## src/sv/b64d_pkg.sv

```systemverilog
package b64d_pkg;

  localparam int unsigned JOB_DEPTH = 2;

  localparam logic [5:0] IDX_UPPER = 6'd0;
  localparam logic [5:0] IDX_LOWER = 6'd26;
  localparam logic [5:0] IDX_DIGIT = 6'd52;
  localparam logic [5:0] IDX_PLUS  = 6'd62;
  localparam logic [5:0] IDX_SLASH = 6'd63;

  localparam logic [2:0] PAD_MAX = 3'd7;

  typedef enum logic [1:0] {
    STATUS_DATA    = 2'd0,
    STATUS_BAD     = 2'd1,
    STATUS_LEN_ERR = 2'd2
  } status_e;

  typedef enum logic [1:0] {
    JOB_DATA,
    JOB_BAD,
    JOB_LEN
  } job_kind_e;

  // one queue entry: all results caused by one input transaction
  typedef struct packed {
    job_kind_e   kind;
    logic [1:0]  nres;   // number of results, 1..3
    logic [23:0] word;
  } job_t;

  typedef struct packed {
    logic       bad;
    logic       pad;
    logic [5:0] value;
  } char_class_t;

  function automatic char_class_t classify(input logic [7:0] c);
    char_class_t r;
    r = '{bad: 1'b0, pad: 1'b0, value: 6'd0};
    if (c inside {[8'h41:8'h5A]}) begin
      r.value = 6'(c - 8'h41) + IDX_UPPER;
    end else if (c inside {[8'h61:8'h7A]}) begin
      r.value = 6'(c - 8'h61) + IDX_LOWER;
    end else if (c inside {[8'h30:8'h39]}) begin
      r.value = 6'(c - 8'h30) + IDX_DIGIT;
    end else if (c == 8'h2B) begin
      r.value = IDX_PLUS;
    end else if (c == 8'h2F) begin
      r.value = IDX_SLASH;
    end else if (c == 8'h3D) begin
      r.pad = 1'b1;
    end else begin
      r.bad = 1'b1;
    end
    return r;
  endfunction

endpackage

```

## src/sv/b64d_front.sv

```systemverilog
module b64d_front (
  input  logic             clk_i,
  input  logic             rst_ni,
  input  logic             valid_i,
  input  logic [7:0]       char_code_i,
  input  logic             is_final_i,
  output logic             job_push_o,
  output b64d_pkg::job_t   job_o
);

  logic [23:0] word_q, word_d;
  logic [1:0]  pos_q, pos_d;
  logic [2:0]  pad_q, pad_d;
  logic        err_q, err_d;

  b64d_pkg::char_class_t cls;
  logic [23:0] word_n;
  logic [1:0]  pos_n;
  logic [2:0]  pad_n;
  logic [1:0]  count;

  assign cls = b64d_pkg::classify(char_code_i);

  always_comb begin
    word_d     = word_q;
    pos_d      = pos_q;
    pad_d      = pad_q;
    err_d      = err_q;
    job_push_o = 1'b0;
    job_o      = '{kind: b64d_pkg::JOB_DATA, nres: 2'd1, word: 24'd0};
    word_n     = {word_q[17:0], cls.value};
    pos_n      = pos_q + 2'd1;
    pad_n      = (cls.pad && pad_q < b64d_pkg::PAD_MAX) ? pad_q + 3'd1 : pad_q;
    count      = (pad_n >= 3'd3) ? 2'd0 : 2'(3'd3 - pad_n);

    if (valid_i) begin
      if (err_q) begin
        // discarding until the final marker
        if (is_final_i) begin
          err_d  = 1'b0;
          word_d = '0;
          pos_d  = '0;
          pad_d  = '0;
        end
      end else if (cls.bad) begin
        job_push_o = 1'b1;
        job_o.kind = b64d_pkg::JOB_BAD;
        err_d      = ~is_final_i;
        word_d     = '0;
        pos_d      = '0;
        pad_d      = '0;
      end else begin
        word_d = word_n;
        pos_d  = pos_n;
        pad_d  = pad_n;
        if (pos_n == 2'd0) begin
          job_push_o = (count != 2'd0);
          job_o.word = word_n;
          job_o.nres = count;
          word_d     = '0;
          pad_d      = '0;
        end
        if (is_final_i) begin
          if (pos_n != 2'd0) begin
            job_push_o = 1'b1;
            job_o.kind = b64d_pkg::JOB_LEN;
            job_o.nres = 2'd1;
          end
          word_d = '0;
          pos_d  = '0;
          pad_d  = '0;
        end
      end
    end
  end

  always_ff @(posedge clk_i or negedge rst_ni) begin
    if (!rst_ni) begin
      word_q <= '0;
      pos_q  <= '0;
      pad_q  <= '0;
      err_q  <= 1'b0;
    end else begin
      word_q <= word_d;
      pos_q  <= pos_d;
      pad_q  <= pad_d;
      err_q  <= err_d;
    end
  end

endmodule

```

## src/sv/b64d_job_queue.sv

```systemverilog
module b64d_job_queue #(
  parameter int unsigned Depth = b64d_pkg::JOB_DEPTH
) (
  input  logic           clk_i,
  input  logic           rst_ni,
  input  logic           push_i,
  input  b64d_pkg::job_t job_i,
  output logic           full_o,
  input  logic           pop_i,
  output b64d_pkg::job_t job_o,
  output logic           empty_o
);

  localparam int unsigned PtrW = (Depth > 1) ? $clog2(Depth) : 1;
  localparam int unsigned CntW = $clog2(Depth + 1);
  localparam logic [PtrW-1:0] LastPtr = PtrW'(Depth - 1);

  b64d_pkg::job_t mem_q [Depth];
  logic [PtrW-1:0] wr_q, wr_d, rd_q, rd_d;
  logic [CntW-1:0] cnt_q, cnt_d;
  logic do_push, do_pop;

  assign full_o  = (cnt_q == CntW'(Depth));
  assign empty_o = (cnt_q == '0);
  assign do_push = push_i & ~full_o;
  assign do_pop  = pop_i & ~empty_o;
  assign job_o   = mem_q[rd_q];

  always_comb begin
    wr_d  = do_push ? ((wr_q == LastPtr) ? '0 : wr_q + PtrW'(1)) : wr_q;
    rd_d  = do_pop  ? ((rd_q == LastPtr) ? '0 : rd_q + PtrW'(1)) : rd_q;
    cnt_d = cnt_q + CntW'(do_push) - CntW'(do_pop);
  end

  always_ff @(posedge clk_i) begin
    if (do_push) begin
      mem_q[wr_q] <= job_i;
    end
  end

  always_ff @(posedge clk_i or negedge rst_ni) begin
    if (!rst_ni) begin
      wr_q  <= '0;
      rd_q  <= '0;
      cnt_q <= '0;
    end else begin
      wr_q  <= wr_d;
      rd_q  <= rd_d;
      cnt_q <= cnt_d;
    end
  end

  a_cnt_bound: assert property (@(posedge clk_i) disable iff (!rst_ni)
    cnt_q <= CntW'(Depth))
    else $error("job queue count beyond depth");

  a_ptr_track: assert property (@(posedge clk_i) disable iff (!rst_ni)
    empty_o |-> (wr_q == rd_q))
    else $error("job queue empty with unequal pointers");

  a_full_hold: assert property (@(posedge clk_i) disable iff (!rst_ni)
    (full_o && !pop_i) |=> full_o)
    else $error("job queue left full without a pop");

endmodule

```

## src/sv/b64d_back.sv

```systemverilog
module b64d_back (
  input  logic           clk_i,
  input  logic           rst_ni,
  input  logic           job_empty_i,
  input  b64d_pkg::job_t job_i,
  output logic           job_pop_o,
  output logic           out_valid_o,
  input  logic           out_pop_i,
  output logic [7:0]     data_byte_o,
  output logic [1:0]     status_o,
  output logic           run_end_o
);

  logic [1:0] idx_q, idx_d;
  logic       vld_q, vld_d;
  logic [7:0] byte_q, byte_d;
  logic [1:0] status_q, status_d;
  logic       end_q, end_d;
  logic       load, last;

  // output register takes a new result when empty or being drained
  assign load      = ~job_empty_i & (~vld_q | out_pop_i);
  assign last      = (idx_q == job_i.nres - 2'd1);
  assign job_pop_o = load & last;

  always_comb begin
    idx_d    = idx_q;
    vld_d    = vld_q & ~out_pop_i;
    byte_d   = byte_q;
    status_d = status_q;
    end_d    = end_q;
    if (load) begin
      vld_d  = 1'b1;
      end_d  = last;
      idx_d  = last ? 2'd0 : idx_q + 2'd1;
      byte_d = 8'd0;
      case (job_i.kind)
        b64d_pkg::JOB_DATA: begin
          status_d = b64d_pkg::STATUS_DATA;
          case (idx_q)
            2'd0:    byte_d = job_i.word[23:16];
            2'd1:    byte_d = job_i.word[15:8];
            default: byte_d = job_i.word[7:0];
          endcase
        end
        b64d_pkg::JOB_BAD: status_d = b64d_pkg::STATUS_BAD;
        default:           status_d = b64d_pkg::STATUS_LEN_ERR;
      endcase
    end
  end

  always_ff @(posedge clk_i or negedge rst_ni) begin
    if (!rst_ni) begin
      idx_q <= '0;
      vld_q <= 1'b0;
    end else begin
      idx_q <= idx_d;
      vld_q <= vld_d;
    end
  end

  always_ff @(posedge clk_i) begin
    byte_q   <= byte_d;
    status_q <= status_d;
    end_q    <= end_d;
  end

  assign out_valid_o = vld_q;
  assign data_byte_o = byte_q;
  assign status_o    = status_q;
  assign run_end_o   = end_q;

  a_idx_range: assert property (@(posedge clk_i) disable iff (!rst_ni)
    !job_empty_i |-> (idx_q < job_i.nres))
    else $error("result index beyond job result count");

  a_err_single: assert property (@(posedge clk_i) disable iff (!rst_ni)
    (vld_q && status_q != b64d_pkg::STATUS_DATA) |-> end_q)
    else $error("error result not closing its transaction");

  a_err_zero: assert property (@(posedge clk_i) disable iff (!rst_ni)
    (vld_q && status_q != b64d_pkg::STATUS_DATA) |-> (byte_q == 8'd0))
    else $error("error result carries nonzero byte");

  a_idx_idle: assert property (@(posedge clk_i) disable iff (!rst_ni)
    job_empty_i |-> (idx_q == 2'd0))
    else $error("result index left mid-job with no job");

endmodule

```

## src/sv/base64_stream_decoder.sv

```systemverilog
// Channel   Direction  Handshake          Payload
// input     in         push / full        char_code_i, is_final_i
// result    out        empty / pop        data_byte_o, status_o, run_end_o
//
// One character is taken per cycle while full is low; the front decodes it and
// queues one job per transaction that yields results. The back emits one result
// per cycle from the job queue (Depth entries) through a single output register,
// so a complete group yields 0 to 3 results. Reset clears group state, queue and
// output register. full rises only when the job queue is full; a stalled pop
// holds the output register and backs up into the queue.
module base64_stream_decoder #(
  parameter int unsigned JobDepth = b64d_pkg::JOB_DEPTH
) (
  input  logic       clk_i,
  input  logic       rst_ni,
  input  logic       push,
  output logic       full,
  input  logic [7:0] char_code_i,
  input  logic       is_final_i,
  output logic       empty,
  input  logic       pop,
  output logic [7:0] data_byte_o,
  output logic [1:0] status_o,
  output logic       run_end_o
);

  b64d_pkg::job_t fr_job, q_job;
  logic fr_push, q_full, q_empty, q_pop, out_valid;

  assign full = q_full;

  b64d_front u_front (
    .clk_i       (clk_i),
    .rst_ni      (rst_ni),
    .valid_i     (push & ~q_full),
    .char_code_i (char_code_i),
    .is_final_i  (is_final_i),
    .job_push_o  (fr_push),
    .job_o       (fr_job)
  );

  b64d_job_queue #(
    .Depth (JobDepth)
  ) u_queue (
    .clk_i   (clk_i),
    .rst_ni  (rst_ni),
    .push_i  (fr_push),
    .job_i   (fr_job),
    .full_o  (q_full),
    .pop_i   (q_pop),
    .job_o   (q_job),
    .empty_o (q_empty)
  );

  b64d_back u_back (
    .clk_i       (clk_i),
    .rst_ni      (rst_ni),
    .job_empty_i (q_empty),
    .job_i       (q_job),
    .job_pop_o   (q_pop),
    .out_valid_o (out_valid),
    .out_pop_i   (pop),
    .data_byte_o (data_byte_o),
    .status_o    (status_o),
    .run_end_o   (run_end_o)
  );

  assign empty = ~out_valid;

endmodule

```

## config.mk

```make
export PLATFORM = sky130hd
export DESIGN_NAME = base64_stream_decoder
export DESIGN_NICKNAME = d
export VERILOG_FILES = /design/src/sv/b64d_pkg.sv /design/src/sv/b64d_front.sv /design/src/sv/b64d_job_queue.sv /design/src/sv/b64d_back.sv /design/src/sv/base64_stream_decoder.sv
export SDC_FILE = /design/constraint.sdc
export NUM_CORES = 1
export LEC_CHECK = 0
export BUFFER_PORTS_ARGS = -buffer_cell sky130_fd_sc_hd__clkbuf_2
export CAP_MARGIN = 20
export CELL_PAD_IN_SITES_DETAIL_PLACEMENT = 0
export CELL_PAD_IN_SITES_GLOBAL_PLACEMENT = 1
export CORE_AREA = 2 2 100 102
export DETAILED_ROUTE_END_ITERATION = 10
export DIE_AREA = 0 0 102 104
export PLACE_DENSITY_LB_ADDON = 0.1
export SYNTH_ARGS = -nofsm -noshare
export SYNTH_HDL_FRONTEND = slang
export SYNTH_SLANG_ARGS = --single-unit
```

## constraint.sdc

```tcl
create_clock -name clk_i -period 4.1 [get_ports clk_i]
set_input_delay 0 -clock clk_i [delete_from_list [all_inputs] [get_ports clk_i]]
set_output_delay 0 -clock clk_i [all_outputs]
set_load 0.005 [all_outputs]
```

==> After elaboration in Yosys (flattened, before gate mapping) <==
Memory sizes are Yosys's and may differ from the RTL's.
Cells that the tools add are included.
Widths: inputs -> output; s select.
{ "op_classes": {"addsub": 14, "order_cmp": 8, "eq_ne": 8, "muxes": 52, "n_bitwise": 12, "reduce_logical": 11} }
{ "ops": {"columns": ["cell", "n"], "rows": [
  ["$mux 18", 5],
  ["$mux 28", 2],
  ["$mux 26", 2],
  ["$mux 6", 5],
  ["$eq 8x6->1 const B", 3],
  ["$mux 2", 12],
  ["$mux 3", 6],
  ["$ge 8x7->1 const B", 2],
  ["$le 8x7->1 const B", 2],
  ["$mux 1", 16],
  ["$pmux 8 s2", 1],
  ["$sub 6x6->6 const B", 2],
  ["$ge 8x6->1 const B", 1],
  ["$le 8x6->1 const B", 1],
  ["$logic_not 2->1", 4],
  ["$mux 4", 2],
  ["$add 6x5->6 const B", 1],
  ["$add 6x6->6 const B", 1],
  ["$and 1x1->1", 6],
  ["$sub 6x1->6 const B", 1],
  ["$not 1->1", 5],
  ["$add 2x1->2 const B", 2],
  ["$eq 2x1->1 const B", 2],
  ["$logic_and 1x1->1", 4],
  ["other kinds (15)", 17]
]} }
{ "word_totals": {"register_bits": 42, "mem_bits_rw": 56, "in_bits": 13, "out_inout_bits": 13, "word_cells": 118, "memories": 1} }
{ "mem_list": {"columns": ["memory", "depth", "width", "read_ports", "rd_clocked_by_memory_dff", "wr", "line", "source"], "rows": [
  ["u_queue.mem_q", 2, 28, 1, 0, 1, "b64d_job_queue.sv:18", "b64d_pkg::job_t mem_q [Depth];"]
]} }

==> Depth between registers and ports, before layout <==
Gate-level depths: netlist (run 1).
{ "logic_depth": {"depth_word": 21, "mapped_depth": 11, "mapped_depth_nobuf": 10} }

==> Modules after synthesis <==
From an unflattened synthesis (run 1), not the netlist that was laid out.
{ "unflattened": {"cells_unflattened": 375, "hier_area_um2": 4827.1} }
{ "modules_own_cells": {"columns": ["mod", "instances", "cells_each", "area_each_um2", "seq_area_each_um2"], "rows": [
  ["b64d_job_queue", 1, 105, 2265.9, 1781.7],
  ["b64d_front", 1, 205, 1853.0, 600.6],
  ["b64d_back", 1, 63, 690.7, 405.4],
  ["base64_stream_decoder", 1, 2, 17.5, 0.0]
]} }

==> Worst setup path before layout (run 1) <==
No wires, ideal clock.
{ "synth_timing": {"path_type": "reg2reg", "start": "reg u_front.pad_q[0]", "end": "mem u_queue.mem_q[0][0] (netlist bit), enable pin", "setup_time_ps": 416, "arrival_time_ps": 2964, "required_time_ps": 3684, "slack_ps": 719, "path_stages_with_launch": 8, "n_path_buf": 0, "period_less_slack_ps": 3381, "path_cell_list": "dfrtp_1 ha_1 inv_1 o21ai_0 a211o_1 a31o_2 a21oi_1 nor2b_1"} }
{ "synth_via": {"elab_chain_cells": 15, "elab_cells_between_ends": 17, "classes_between": "add/sub (2); order compare (2); mux (10); bitwise (1); reduce/logical (2)"} }
{ "synth_rtl": {"columns": ["element", "line", "source"], "rows": [
  ["start, declared", "b64d_front.sv:13", "logic [2:0] pad_q, pad_d;"],
  ["start signal, assigned", "b64d_front.sv:86", "pad_q <= pad_d;"],
  ["$lt 3x3->1", "b64d_front.sv:33", "pad_n = (cls.pad && pad_q < b64d_pkg::PAD_MAX) ? pad_q + 3'd1 : pad_q;"],
  ["$logic_and 1x1->1", "b64d_front.sv:33", null],
  ["$mux 3 *", "b64d_front.sv:33", null],
  ["$ge 3x2->1 or $sub 2x2->2 (tied branches)", "b64d_front.sv:34", "count = (pad_n >= 3'd3) ? 2'd0 : 2'(3'd3 - pad_n);"],
  ["$mux 2 *", "b64d_front.sv:34", null],
  ["$reduce_bool 2->1 *", "b64d_front.sv:57", "job_push_o = (count != 2'd0);"],
  ["$mux 1 *", "b64d_front.sv:56", "if (pos_n == 2'd0) begin"],
  ["$mux 1", "b64d_front.sv:64", "if (pos_n != 2'd0) begin"],
  ["$mux 1 *", "b64d_front.sv:63", "if (is_final_i) begin"],
  ["$mux 1 *", "b64d_front.sv:45", "end else if (cls.bad) begin"],
  ["$mux 1 *", "b64d_front.sv:37", "if (err_q) begin"],
  ["$mux 1 *", "b64d_front.sv:36", "if (valid_i) begin"],
  ["$and 1x1->1 *", "b64d_job_queue.sv:25", "assign do_push = push_i & ~full_o;"],
  ["$mux 1 *", "b64d_job_queue.sv:36", "if (do_push) begin"],
  ["$mux 1 (implied by the code) *", "b64d_job_queue.sv:37", "mem_q[wr_q] <= job_i;"],
  ["end, declared", "b64d_job_queue.sv:18", null]
]} }
Mark *: on every way between the ends. The rest lies on a longest branch, timed or not.

==> Worst setup path in the final report (run 1) <==
{ "layout_timing": {"start": "reg u_front.pad_q[0]", "end": "mem u_queue.mem_q[1][12] (netlist bit), enable pin"} }
The elaborated chain is that of the path after synthesis.

==> impl_results.md, run 1 <==
* Layout cell share with drive strength beyond 1 at 16.6%
* Max_slew headroom at 33.6%
* Setup TNS at 0 ns
* RSZ-0062 raised after global routing: false
* Skew final at 0.0116 ns
* Reg clk slew, reported paths at 0.09 ns
* Commonest cells in the netlist: edfxtp_1, dfrtp_1, a21oi_1
* Final period utilization at 64.8%
* FF+latch count, synth at 98
* Worst-case clock buffer depth at 2
* Switching share of power at 32.9%
* Vias in the first global route at 2837
* First-pass GRT wire length at 14900 µm
* Starting Density at 48.4%
* Synth Area in Compound Gates at 16.1%
* Final Instance Area at 5130 µm²
* Final worst path period need at 2.66 ns
* Routed len/inst at 16.6 µm
* Post-CTS Resized at 0
* Cell Area, Placed at 4890 µm²
* FMAX at 0.376 GHz
* Layout fillers at 862
* Leakage at 2.02 nW
* Largest net degree at the start of global routing at 32
* Syn_area_per_cell at 12.4 µm²
* Worst Path Max Fanout at 28
* Vias per cell at 5.44
* Remaining DRCs at 0
* GRT Total Usage at 18.5%
* Initial antenna violation count at 0
* Synth top area share at 43.6%
* PortBufs at 25
* Clock buffer count from CTS at 9
* Critical path arrival at 2.67 ns
* Worst min-delay path class: input pin to flip-flop
* Post-Synth Adder-Cell Area at 4.06%
* Antenna fix cells at 0
* Sequential share of power at 48.2%
* Via Count at 2956
* Clock share of power at 21.9%
* Critical path class: flip-flop to flip-flop
* P&R area growth vs syn at 11.1%
* Skew-Pair Late Insertion Delay at 0.36 ns
* # rows at 36
* Post-synthesis simple-gate area fraction at 11.9%
* Mux cell area share after synthesis at 2.84%
* Asr flop ratio synth at 31.6%
* CTS root buf: clkbuf_8
* PD cells at 543 nW/µm²
* Logic pwr share at 29.9%
* Power Internal at 1.87 mW
* CP Capture Type: flip-flop
* CTS Sinks at 98
* Syn Inst Count at 374
* Post-Synth XOR/XNOR Area at 1.71%
* TritonCTS clock tree: built
* Worst IR drop on VDD at 0.272 mV
* Setup crit start kind: flip-flop
* Setup-failing EPs final at 0
* Final wirelength at 9030 µm
* Synth area leaders: edfxtp_1, dfrtp_1, ha_1
* Yosys warning count at 0
* Die H at 104 µm
* Slew Limit Fails at 0
* Final core utilization at 53.8%
* Synth Net Count at 402
* Critical Path RT at 4.11 ns
* Number of distinct library cells after synthesis at 49
* Main combinational cell family by area after synthesis: compound AO/OA/AOI/OAI gates
* Syn Std Cell Area at 4620 µm²
* Top_reg_cell synth: edfxtp_1
* Core region area at 9550 µm²
* Antenna-violating nets left at 0
* # nets final at 433
* Register area share after synthesis at 60.3%
* Status: finished clean
* TritonRoute pass-1 iters at 5
* Final hold vios at 0
* Final HPWL DP at 6040 µm
* Measured slew at the worst slew-check pin at 0.996 ns
* Cell with the most instances after synthesis: edfxtp_1
* Post-synth EDFFs at 67
* Routability cong. at 0.876
* Top cell type by total area after synthesis: edfxtp_1
* Max Cap Viol at 0
* Iter 0 DRT Violations at 150
* I/O pin total at 26
* Htree depth at 3
* Die ar. at 10600 µm²
* Die X at 102 µm
* NetSw at 0.917 mW
* GR Overflow Total at 0
[through the flow]
step	power [mW]	instances	setup WS [ns]	hold WS (ns)
after floorplan	1.92	374	0.719	-0.296
after global placement	2.19	522	1.40	0.142
after detailed placement	2.21	522	1.38	0.151
after CTS	2.82	542	1.42	0.197
after global routing	2.98	543	1.26	0.253
final	2.79	543	1.44	0.206
[worst max-delay path: stages, from the launching register on]
cell,delay [ns]
dfrtp_1,0.45
ha_1,0.33
inv_1,0.07
o21ai_0,0.08
a211o_1,0.28
a31o_2,0.24
a21oi_1,0.28
and2_1,0.17
buf_4,0.37
[logic make-up after synthesis]
family,after synthesis
simple gates,105
compound gates,100
flops,98
buf+inv,35
fa+ha+maj,15
mux,12
xor+xnor,9
[worst paths after layout]
check / from / cells after the start / slack [ns] / endpoint
min reg2reg: u_front.pos_q[0] / 1 / 0.50 / u_front.pos_q[0]
min: char_code_i[0] / 4 / 0.21 / u_front.word_q[0]
max: u_front.pad_q[0] / 8 / 1.44 / u_queue.mem_q[1][12]
max reg2reg: u_front.pad_q[0] / 8 / 1.44 / u_queue.mem_q[1][12]
min in group asynchronous: rst_ni / 2 / 0.26 / u_back.idx_q[1]
max in group asynchronous: rst_ni / 2 / 3.31 / u_front.word_q[4]
[registers in the layout, indices dropped and copies added, names as in the netlist]
| register | count |
|---|---|
| u_back.out_valid_o | 1 |
| u_back.run_end_o | 1 |
| u_back.status_o | 2 |
| u_queue.cnt_q | 2 |
| u_front.pos_q | 2 |
| u_queue.wr_q | 1 |
| u_queue.rd_q | 1 |
| u_front.pad_q | 3 |
| u_queue.mem_q | 56 |
| u_back.idx_q | 2 |
| u_front.err_q | 1 |
| u_back.data_byte_o | 8 |
| u_front.word_q | 18 |
[placed cells by master, fill, tap and decap left out, types with 4 or more instances in the layout]
master         Yosys  routed
ha_1              15      15
a22o_1            16      16
nand2_1           23      23
clkbuf_8           0       9
buf_4              0       7
a21oi_1           27      27
inv_1             19      19
dlygate4sd3_1      0       4
nor2_1            23      23
nand2b_1           6       6
a22oi_1           11      11
a221oi_1          12      12
xnor2_1            6       6
dfrtp_1           31      31
o21ai_0            9       8
edfxtp_1          67      67
nand3_1           11      11
and2_1            26      26
mux2_2             9       9
clkbuf_2           0      25
[final cells by class]
cell class	instances	area (µm²)	share of cell area, %
Clock inverter	5	62.6	1.22
Inverter	19	71.3	1.39
Clock buffer	11	131	2.56
Timing Repair Buffer	36	218	4.24
Sequential cell	98	2790	54.3
Tap cell	133	166	3.24
Multi-Input combinational cell	241	1700	33.0
[routing by layer]
| metal | track usage (%) | vias to the layer above | routed length (µm) |
|---|---|---|---|
| met5 | 0 | - | 0 |
| li1 | - | 1455 | - |
| met1 | 25.6 | 1431 | 4200 |
| met2 | 29.8 | 55 | 4380 |
| met3 | 2.62 | 15 | 290 |
| met4 | 6.29 | 0 | 158 |
[power groups by stage]
| stage | logic (mW) | clock network, mW | registers (mW) |
|---|---|---|---|
| after floorplan | 0.561 | 0 | 1.36 |
| after global placement | 0.830 | 0 | 1.36 |
| after detailed placement | 0.840 | 0 | 1.37 |
| after CTS | 0.847 | 0.632 | 1.35 |
| after global routing | 0.953 | 0.664 | 1.36 |
| final | 0.834 | 0.609 | 1.34 |
[what timing repair did]
action | in CTS | in global routing
hold buffers | 4 | 0
buffers inserted | 0 | 0
setup endpoints to repair | 0 | 0
hold endpoints to repair | 35 | 0
Power figures use the tool's default switching activity.
==> inputs of run 2 (changes only) <==
--- a/config.mk
+++ b/config.mk
@@ -9,9 +9,9 @@
 export CAP_MARGIN = 20
 export CELL_PAD_IN_SITES_DETAIL_PLACEMENT = 0
 export CELL_PAD_IN_SITES_GLOBAL_PLACEMENT = 1
-export CORE_AREA = 2 2 100 102
+export CORE_AREA = 2 2 105 107
 export DETAILED_ROUTE_END_ITERATION = 10
-export DIE_AREA = 0 0 102 104
+export DIE_AREA = 0 0 107 109
 export PLACE_DENSITY_LB_ADDON = 0.1
 export SYNTH_ARGS = -nofsm -noshare
 export SYNTH_HDL_FRONTEND = slang
==> constraint.sdc (replaced) <==
create_clock -name clk_i -period 2.2 [get_ports clk_i]
set_input_delay 0 -clock clk_i [delete_from_list [all_inputs] [get_ports clk_i]]
set_output_delay 0 -clock clk_i [all_outputs]
set_load 0.005 [all_outputs]
==> run 2 against run 1 <==
  * The flow now finishes with violations (setup timing)
  * Combinational power rose by 120%
  * Sequential power rose by 87%
  * Non-clock buffer count rose by 33
  * Fmax rose by 17%
  * Final area rose by 9.3%
  * Die area rose by 9.9%
  * Via count rose by 4.3%
  * Global-route usage fell by 1.1 points
  * Critical endpoint is now u_queue.mem_q[0][21]
  * Largest cell class unchanged
  * Highest routed layer unchanged
==> impl_results.md, run 2 (synthesized netlist as in run 1, its figures left out) <==
* Setup slack after layout at -0.0745 ns (-1.52 ns)
* Most frequent cells in the layout: edfxtp_1, dfrtp_1, buf_4
* Total power at 5.55 mW (+99%)
* Max reg flops at 56 (unchanged)
* P&R area growth vs syn at 21.5%
* Reg2reg start: u_front.pad_q[1]
* R2r worst-path depth at 8 (unchanged)
* Initial antenna violation count at 0 (unchanged)
* TritonCTS clock tree: built
* Critical path class: flip-flop to flip-flop
* FMAX at 0.440 GHz (+17%)
* Dpl ws at -0.0149 ns (-1.39 ns)
* Worst IR drop on VDD at 0.404 mV (+49%)
* Final HPWL DP at 6510 µm (+7.7%)
* Htree depth at 3 (unchanged)
* NetSw at 1.77 mW (+93%)
* Failing checks: setup timing
* Sequential share of power at 45.3% (-2.9 points)
* R2R Path End: u_queue.mem_q[0][21]
* Skew final at 0.0159 ns (+0.00432 ns)
* Worst Path Max Fanout at 7 (-75%)
* Critical path arrival at 2.35 ns (-0.32 ns)
* Routability cong. at 0.795 (-9.3%)
* Final wirelength at 9750 µm (+7.9%)
* Max_slew headroom at 41.9% (+8.3 points)
* Slew Limit Fails at 0 (unchanged)
* Layout fillers at 906 (+5.1%)
* Setup crit start kind: flip-flop
* Final worst path period need at 2.27 ns (-0.382 ns)
* Clock share of power at 22.3% (+0.4 points)
* Hold Crit Depth at 5 (+1)
* GR Overflow Total at 0 (unchanged)
* Remaining DRCs at 0 (unchanged)
* Hold EP: u_front.word_q[5]
* Final period utilization at 103% (+39 points)
* Worst-case clock buffer depth at 2 (unchanged)
* CTS Sinks at 98 (unchanged)
* Skew-Pair Late Insertion Delay at 0.36 ns (about the same)
* # nets final at 466 (+7.6%)
* Antenna fix cells at 0 (unchanged)
* Logic pwr share at 32.4% (+2.5 points)
* CTS root buf: clkbuf_8
* Worst min-delay path class: input pin to flip-flop
* Clock buffer count from CTS at 9 (unchanged)
* Starting Density at 43.6% (-4.8 points)
* Die X at 107 µm (+4.9%)
* Die ar. at 11700 µm² (+9.9%)
* Routed len/inst at 16.7 µm (+0.52%)
* Sequential Area at 2790 µm² (about the same)
* # rows at 38 (+5.6%)
* Leakage at 2.25 nW (+11%)
* Critical Path RT at 2.28 ns (-1.83 ns)
* Post-Place Cells at 556 (+6.5%)
* Most common cell after layout, fill and taps aside: edfxtp_1
* Final hold vios at 0 (unchanged)
* Final Non-Filler Cells at 583 (+7.4%)
* PD cells at 990 nW/µm² (+82%)
* Power Internal at 3.79 mW (+100%)
* Measured slew at the worst slew-check pin at 0.872 ns (-0.124 ns)
* TritonRoute pass-1 iters at 4 (-1)
* Switching share of power at 31.8% (-1.1 points)
* GRT Total Usage at 17.3% (-1.1 points)
* Vias in the first global route at 2997 (+5.6%)
* Reg clk slew, reported paths at 0.09 ns (about the same)
* I/O pin total at 26 (unchanged)
* Reg with most FFs: u_queue.mem_q
* PortBufs at 25 (unchanged)
* CP Capture Type: flip-flop
* Layout cell share with drive strength beyond 1 at 25.1% (+8.5 points)
* Min Hold Slack at 0.188 ns (-0.0172 ns)
* Hold Crit Start: char_code_i[5]
* First-pass GRT wire length at 15300 µm (+2.9%)
* RSZ-0062 raised after global routing: true
* Iter 0 DRT Violations at 151 (+0.67%)
* Max Cap Viol at 0 (unchanged)
* Status: finished, violations left
* Multi-input combinational cell area at 1760 µm² (+3.6%)
* Reg2Reg Setup Slack at -0.07 ns (-1.52 ns)
* Die H at 109 µm (+4.8%)
* Antenna-violating nets left at 0 (unchanged)
* Via Count at 3084 (+4.3%)
* Largest net degree at the start of global routing at 32 (unchanged)
* Setup-failing EPs final at 56 (+56)
* Core region area at 10600 µm² (+11%)
* Vias per cell at 5.29 (-2.8%)
-- run 2: cell count changes in the layout (fill, tap and decap cells not counted), sizes merged --
cell | before | now
buf | 7 | 36
bufinv | 1 | 2
clkbuf | 36 | 39
clkinv | 1 | 3
clkinvlp | 2 | 1
inv | 20 | 19
-- run 2: timing repair --
item / 4_1_cts / 5_1_grt
setup endpoints to repair: 56 / 57
gates cloned: 0 / 6
endpoints found under the hold margin: 35 / 0
hold buffers: 4 / 0
gates resized for setup: 1 / 14
pin swaps: 0 / 2
setup buffers: 0 / 1
-- run 2: worst max-delay path: stages, from the launching register on --
cell       delay (ns)
dfrtp_1          0.42
ha_4             0.26
inv_4            0.05
o21ai_2          0.05
a211o_1          0.25
a31o_4           0.25
a21oi_4          0.19
nor2b_4          0.31
clkbuf_16        0.21
-- run 2: worst max path at each step --
stage	depth (start not counted)	start	slack, ns	endpoint
detailed placement	10	char_code_i[2]	-0.01	u_queue.mem_q[0][21]
floorplan	7	u_front.pad_q[0]	-0.19	u_queue.mem_q[0][0]
global placement	8	u_front.pad_q[1]	-0.009	u_queue.mem_q[0][21]
global route	8	u_front.pad_q[0]	-0.14	u_queue.mem_q[0][0]
finish	8	u_front.pad_q[1]	-0.07	u_queue.mem_q[0][21]
CTS	8	u_front.pad_q[1]	0.002	u_queue.mem_q[0][11]
-- run 2: final cells by class --
| cell class | count | area share [%] |
|---|---|---|
| Clock buffer | 10 | 2.27 |
| Clock inverter | 6 | 1.47 |
| Inverter | 19 | 1.32 |
| Multi-Input combinational cell | 241 | 31.3 |
| Sequential cell | 98 | 49.7 |
| Tap cell | 140 | 3.12 |
| Timing Repair Buffer | 69 | 10.8 |
-- run 2: power by group through the flow --
stage | Sequential, mW | Combinational, mW | Clock, mW
final | 2.51 | 1.80 | 1.24
after global routing | 2.55 | 2.02 | 1.34
after CTS | 2.51 | 1.67 | 1.27
after global placement | 2.55 | 1.64 | 0
after floorplan | 2.53 | 1.06 | 0
after detailed placement | 2.55 | 1.66 | 0
-- run 2: layer usage --
metal	global-route usage, %	share of wire (%)	vias to the layer above	wire, µm
met5	0	0	-	0
met3	2.93	3.5	8	339
met2	28.5	50	60	4910
met4	6.77	0.97	0	95
met1	23.1	45	1490	4400
li1	-	-	1526	-
-- run 2: metrics by stage --
step | instance area, µm² | utilization, % | setup TNS (ns)
floorplan | 4630 | - | -8.98
global placement | 5160 | 48.7 | -0.292
detailed placement | 5160 | 48.7 | -0.452
CTS | 5420 | 51.1 | 0
global route | 5610 | 52.9 | -6.19
finish | 5610 | 52.9 | -2.15
==> inputs of run 3 (changes only) <==
--- a/config.mk
+++ b/config.mk
@@ -12,7 +12,7 @@
 export CORE_AREA = 2 2 105 107
 export DETAILED_ROUTE_END_ITERATION = 10
 export DIE_AREA = 0 0 107 109
-export PLACE_DENSITY_LB_ADDON = 0.1
+export PLACE_DENSITY = 0.79
 export SYNTH_ARGS = -nofsm -noshare
 export SYNTH_HDL_FRONTEND = slang
 export SYNTH_SLANG_ARGS = --single-unit
==> run 3 against run 2 <==
  * The run now ends clean
  * Clock skew decreased by 0.0068 ns
  * Clock-buffer cell count unchanged
  * Die area unchanged
  * Combinational power decreased by 7%
  * Final area decreased by 2.0%
  * Final cell count decreased by 0.69%
  * Critical path depth unchanged
  * Core utilization decreased by 1.1 points
  * Wire length decreased by 9.2%
  * Register-to-register slack improved by 0.12 ns
  * Largest cell class unchanged
  * Highest routed layer unchanged
==> impl_results.md, run 3 (synthesized netlist as in run 1, its figures left out) <==
* Worst min-delay path class: input pin to flip-flop
* Total power at 5.41 mW (-2.5%)
* Layout fillers at 901 (-0.55%)
* Reg2Reg Setup Slack at 0.05 ns (+0.12 ns)
* Setup crit start kind: flip-flop
* Measured slew at the worst slew-check pin at 0.774 ns (-0.0981 ns)
* Routed len/inst at 15.3 µm (-8.6%)
* Die X at 107 µm (unchanged)
* GR Overflow Total at 0 (unchanged)
* I/O pin total at 26 (unchanged)
* Slew Limit Fails at 0 (unchanged)
* Max Cap Viol at 0 (unchanged)
* P&R area growth vs syn at 19.0%
* PD cells at 985 nW/µm² (-0.52%)
* PortBufs at 25 (unchanged)
* Vias per cell at 5.38 (+1.7%)
* Setup TNS at 0 ns (+2.15 ns)
* Remaining DRCs at 0 (unchanged)
* Crit path max-delay family: compound AO/OA/AOI/OAI gates
* Hold Crit Start: char_code_i[0]
* R2R Path End: u_queue.mem_q[0][23]
* RSZ-0062 raised after global routing: true
* Worst Path Max Fanout at 11 (+4)
* Final core utilization at 51.8% (-1.1 points)
* Reg2reg start: u_front.pad_q[1]
* Final period utilization at 97.9% (-5.5 points)
* Starting Density at 43.6% (unchanged)
* Post-Place Cells at 552 (-0.72%)
* Most common cell after layout, fill and taps aside: edfxtp_1
* R2r worst-path depth at 8 (unchanged)
* # rows at 38 (unchanged)
* Reg clk slew, reported paths at 0.09 ns (about the same)
* CP Capture Type: flip-flop
* Final wirelength at 8850 µm (-9.2%)
* Slowest library cell on the worst path: dfrtp_1
* Hold Crit Depth at 4 (-1)
* TritonCTS clock tree: built
* Max_slew headroom at 48.4% (+6.5 points)
* Skew final at 0.00912 ns (-0.00680 ns)
* Largest stage delay on the critical path at 0.42 ns (about the same)
* Layout cell share with drive strength beyond 1 at 23.7% (-1.4 points)
* Top Layer Used: met4
* FMAX at 0.464 GHz (+5.6%)
* Critical path arrival at 2.22 ns (-0.13 ns)
* Vias in the first global route at 2953 (-1.5%)
* Reg with most FFs: u_queue.mem_q
* Hold EP: u_front.word_q[0]
* Worst-case clock buffer depth at 2 (unchanged)
* CTS root buf: clkbuf_8
* # nets final at 462 (-0.86%)
* Routability cong. at 0.848 (+6.7%)
* TritonRoute pass-1 iters at 4 (unchanged)
* Htree depth at 3 (unchanged)
* Critical path class: flip-flop to flip-flop
* Final HPWL DP at 6200 µm (-4.7%)
* Final hold vios at 0 (unchanged)
* Status: finished clean
* Setup-failing EPs final at 0 (-100%)
* Skew-Pair Late Insertion Delay at 0.36 ns (about the same)
* Core region area at 10600 µm² (unchanged)
* M1 WL at 4020 µm (-8.7%)
* GRT Total Usage at 15.8% (-1.5 points)
* Most frequent cells in the layout: edfxtp_1, dfrtp_1, buf_4
* CP cell instances: ha_4 -> inv_2 -> o21ai_2 -> a211o_1 -> a31o_2 -> a21oi_4 -> nor2b_4 -> buf_8
* First-pass GRT wire length at 14400 µm (-6.1%)
* Worst IR drop on VDD at 0.450 mV (+11%)
* Critical Path RT at 2.27 ns (about the same)
* Die H at 109 µm (unchanged)
* Antenna-violating nets left at 0 (unchanged)
* Leakage at 2.20 nW (-2.1%)
* Max reg flops at 56 (unchanged)
* Via Count at 3114 (+0.97%)
* Antenna fix cells at 0 (unchanged)
* Initial antenna violation count at 0 (unchanged)
* Die ar. at 11700 µm² (unchanged)
* Routed wire length on met3 at 351 µm (+3.5%)
* CTS Sinks at 98 (unchanged)
* Clock buffer count from CTS at 9 (unchanged)
* Iter 0 DRT Violations at 222 (+47%)
* Final worst path period need at 2.15 ns (-0.120 ns)
* Met2 WL at 4320 µm (-12%)
* CP bufs+invs at 2 (unchanged)
* Final Non-Filler Cells at 579 (-0.69%)
* Largest net degree at the start of global routing at 32 (unchanged)
run 3: cell type report:
| type | count | area [µm²] | share of cell area (%) |
|---|---|---|---|
| Inverter | 19 | 71.3 | 1.30 |
| Timing Repair Buffer | 65 | 512 | 9.31 |
| Clock buffer | 10 | 128 | 2.32 |
| Tap cell | 140 | 175 | 3.19 |
| Multi-Input combinational cell | 241 | 1740 | 31.7 |
| Sequential cell | 98 | 2790 | 50.7 |
| Clock inverter | 6 | 81.3 | 1.48 |
run 3: per-layer routing:
layer | global-route usage, % | vias up
met5 | 0 | -
met4 | 6.96 | 0
met3 | 2.39 | 13
met2 | 26.1 | 86
met1 | 20.8 | 1499
li1 | - | 1516
run 3: worst max path at each step:
| stage | from | to | slack [ns] | cells after the start |
|---|---|---|---|---|
| 6_report | u_front.pad_q[1] | u_queue.mem_q[0][23] | 0.05 | 8 |
| 5_1_grt | u_front.pad_q[0] | u_queue.mem_q[0][23] | -0.04 | 8 |
| 4_1_cts | u_front.pad_q[0] | u_queue.mem_q[0][23] | -0.02 | 9 |
| 3_5_place_dp | u_front.pad_q[1] | u_queue.mem_q[0][23] | -0.04 | 8 |
| 3_3_place_gp | u_front.pad_q[1] | u_queue.mem_q[0][21] | 0.009 | 8 |
| 2_1_floorplan | u_front.pad_q[0] | u_queue.mem_q[0][0] | -0.19 | 7 |
run 3: report_power, final:
group,switching [mW],internal (mW),total [mW],leakage (nW)
Clock,0.593,0.633,1.23,0.104
Sequential,0.139,2.37,2.51,1.04
Combinational,0.948,0.725,1.67,1.06
Total,1.68,3.73,5.41,2.20
run 3: tightest hold or removal path, delay by kind of cell:
family	cells	cell delay, ns
AOI/OAI and AO/OA	3	0.36
buffers and inverters	1	0.13
run 3: per-stage QoR:
stage	hold WS, ns	setup WS [ns]	area [µm²]
final	0.173	0.0459	5500
after global routing	0.231	-0.0377	5500
after global placement	0.107	0.00907	5120
after detailed placement	0.120	-0.0450	5120
after CTS	0.154	-0.0205	5480
after floorplan	-0.296	-0.193	4630
run 3: what timing repair did:
action / in CTS / in global routing
hold buffers: 5 / 0
setup endpoints to repair: 56 / 57
pin swaps: 2 / 4
resized for setup: 5 / 9
cloned: 1 / 2
hold endpoints to repair: 35 / 0
buffers inserted: 5 / 0
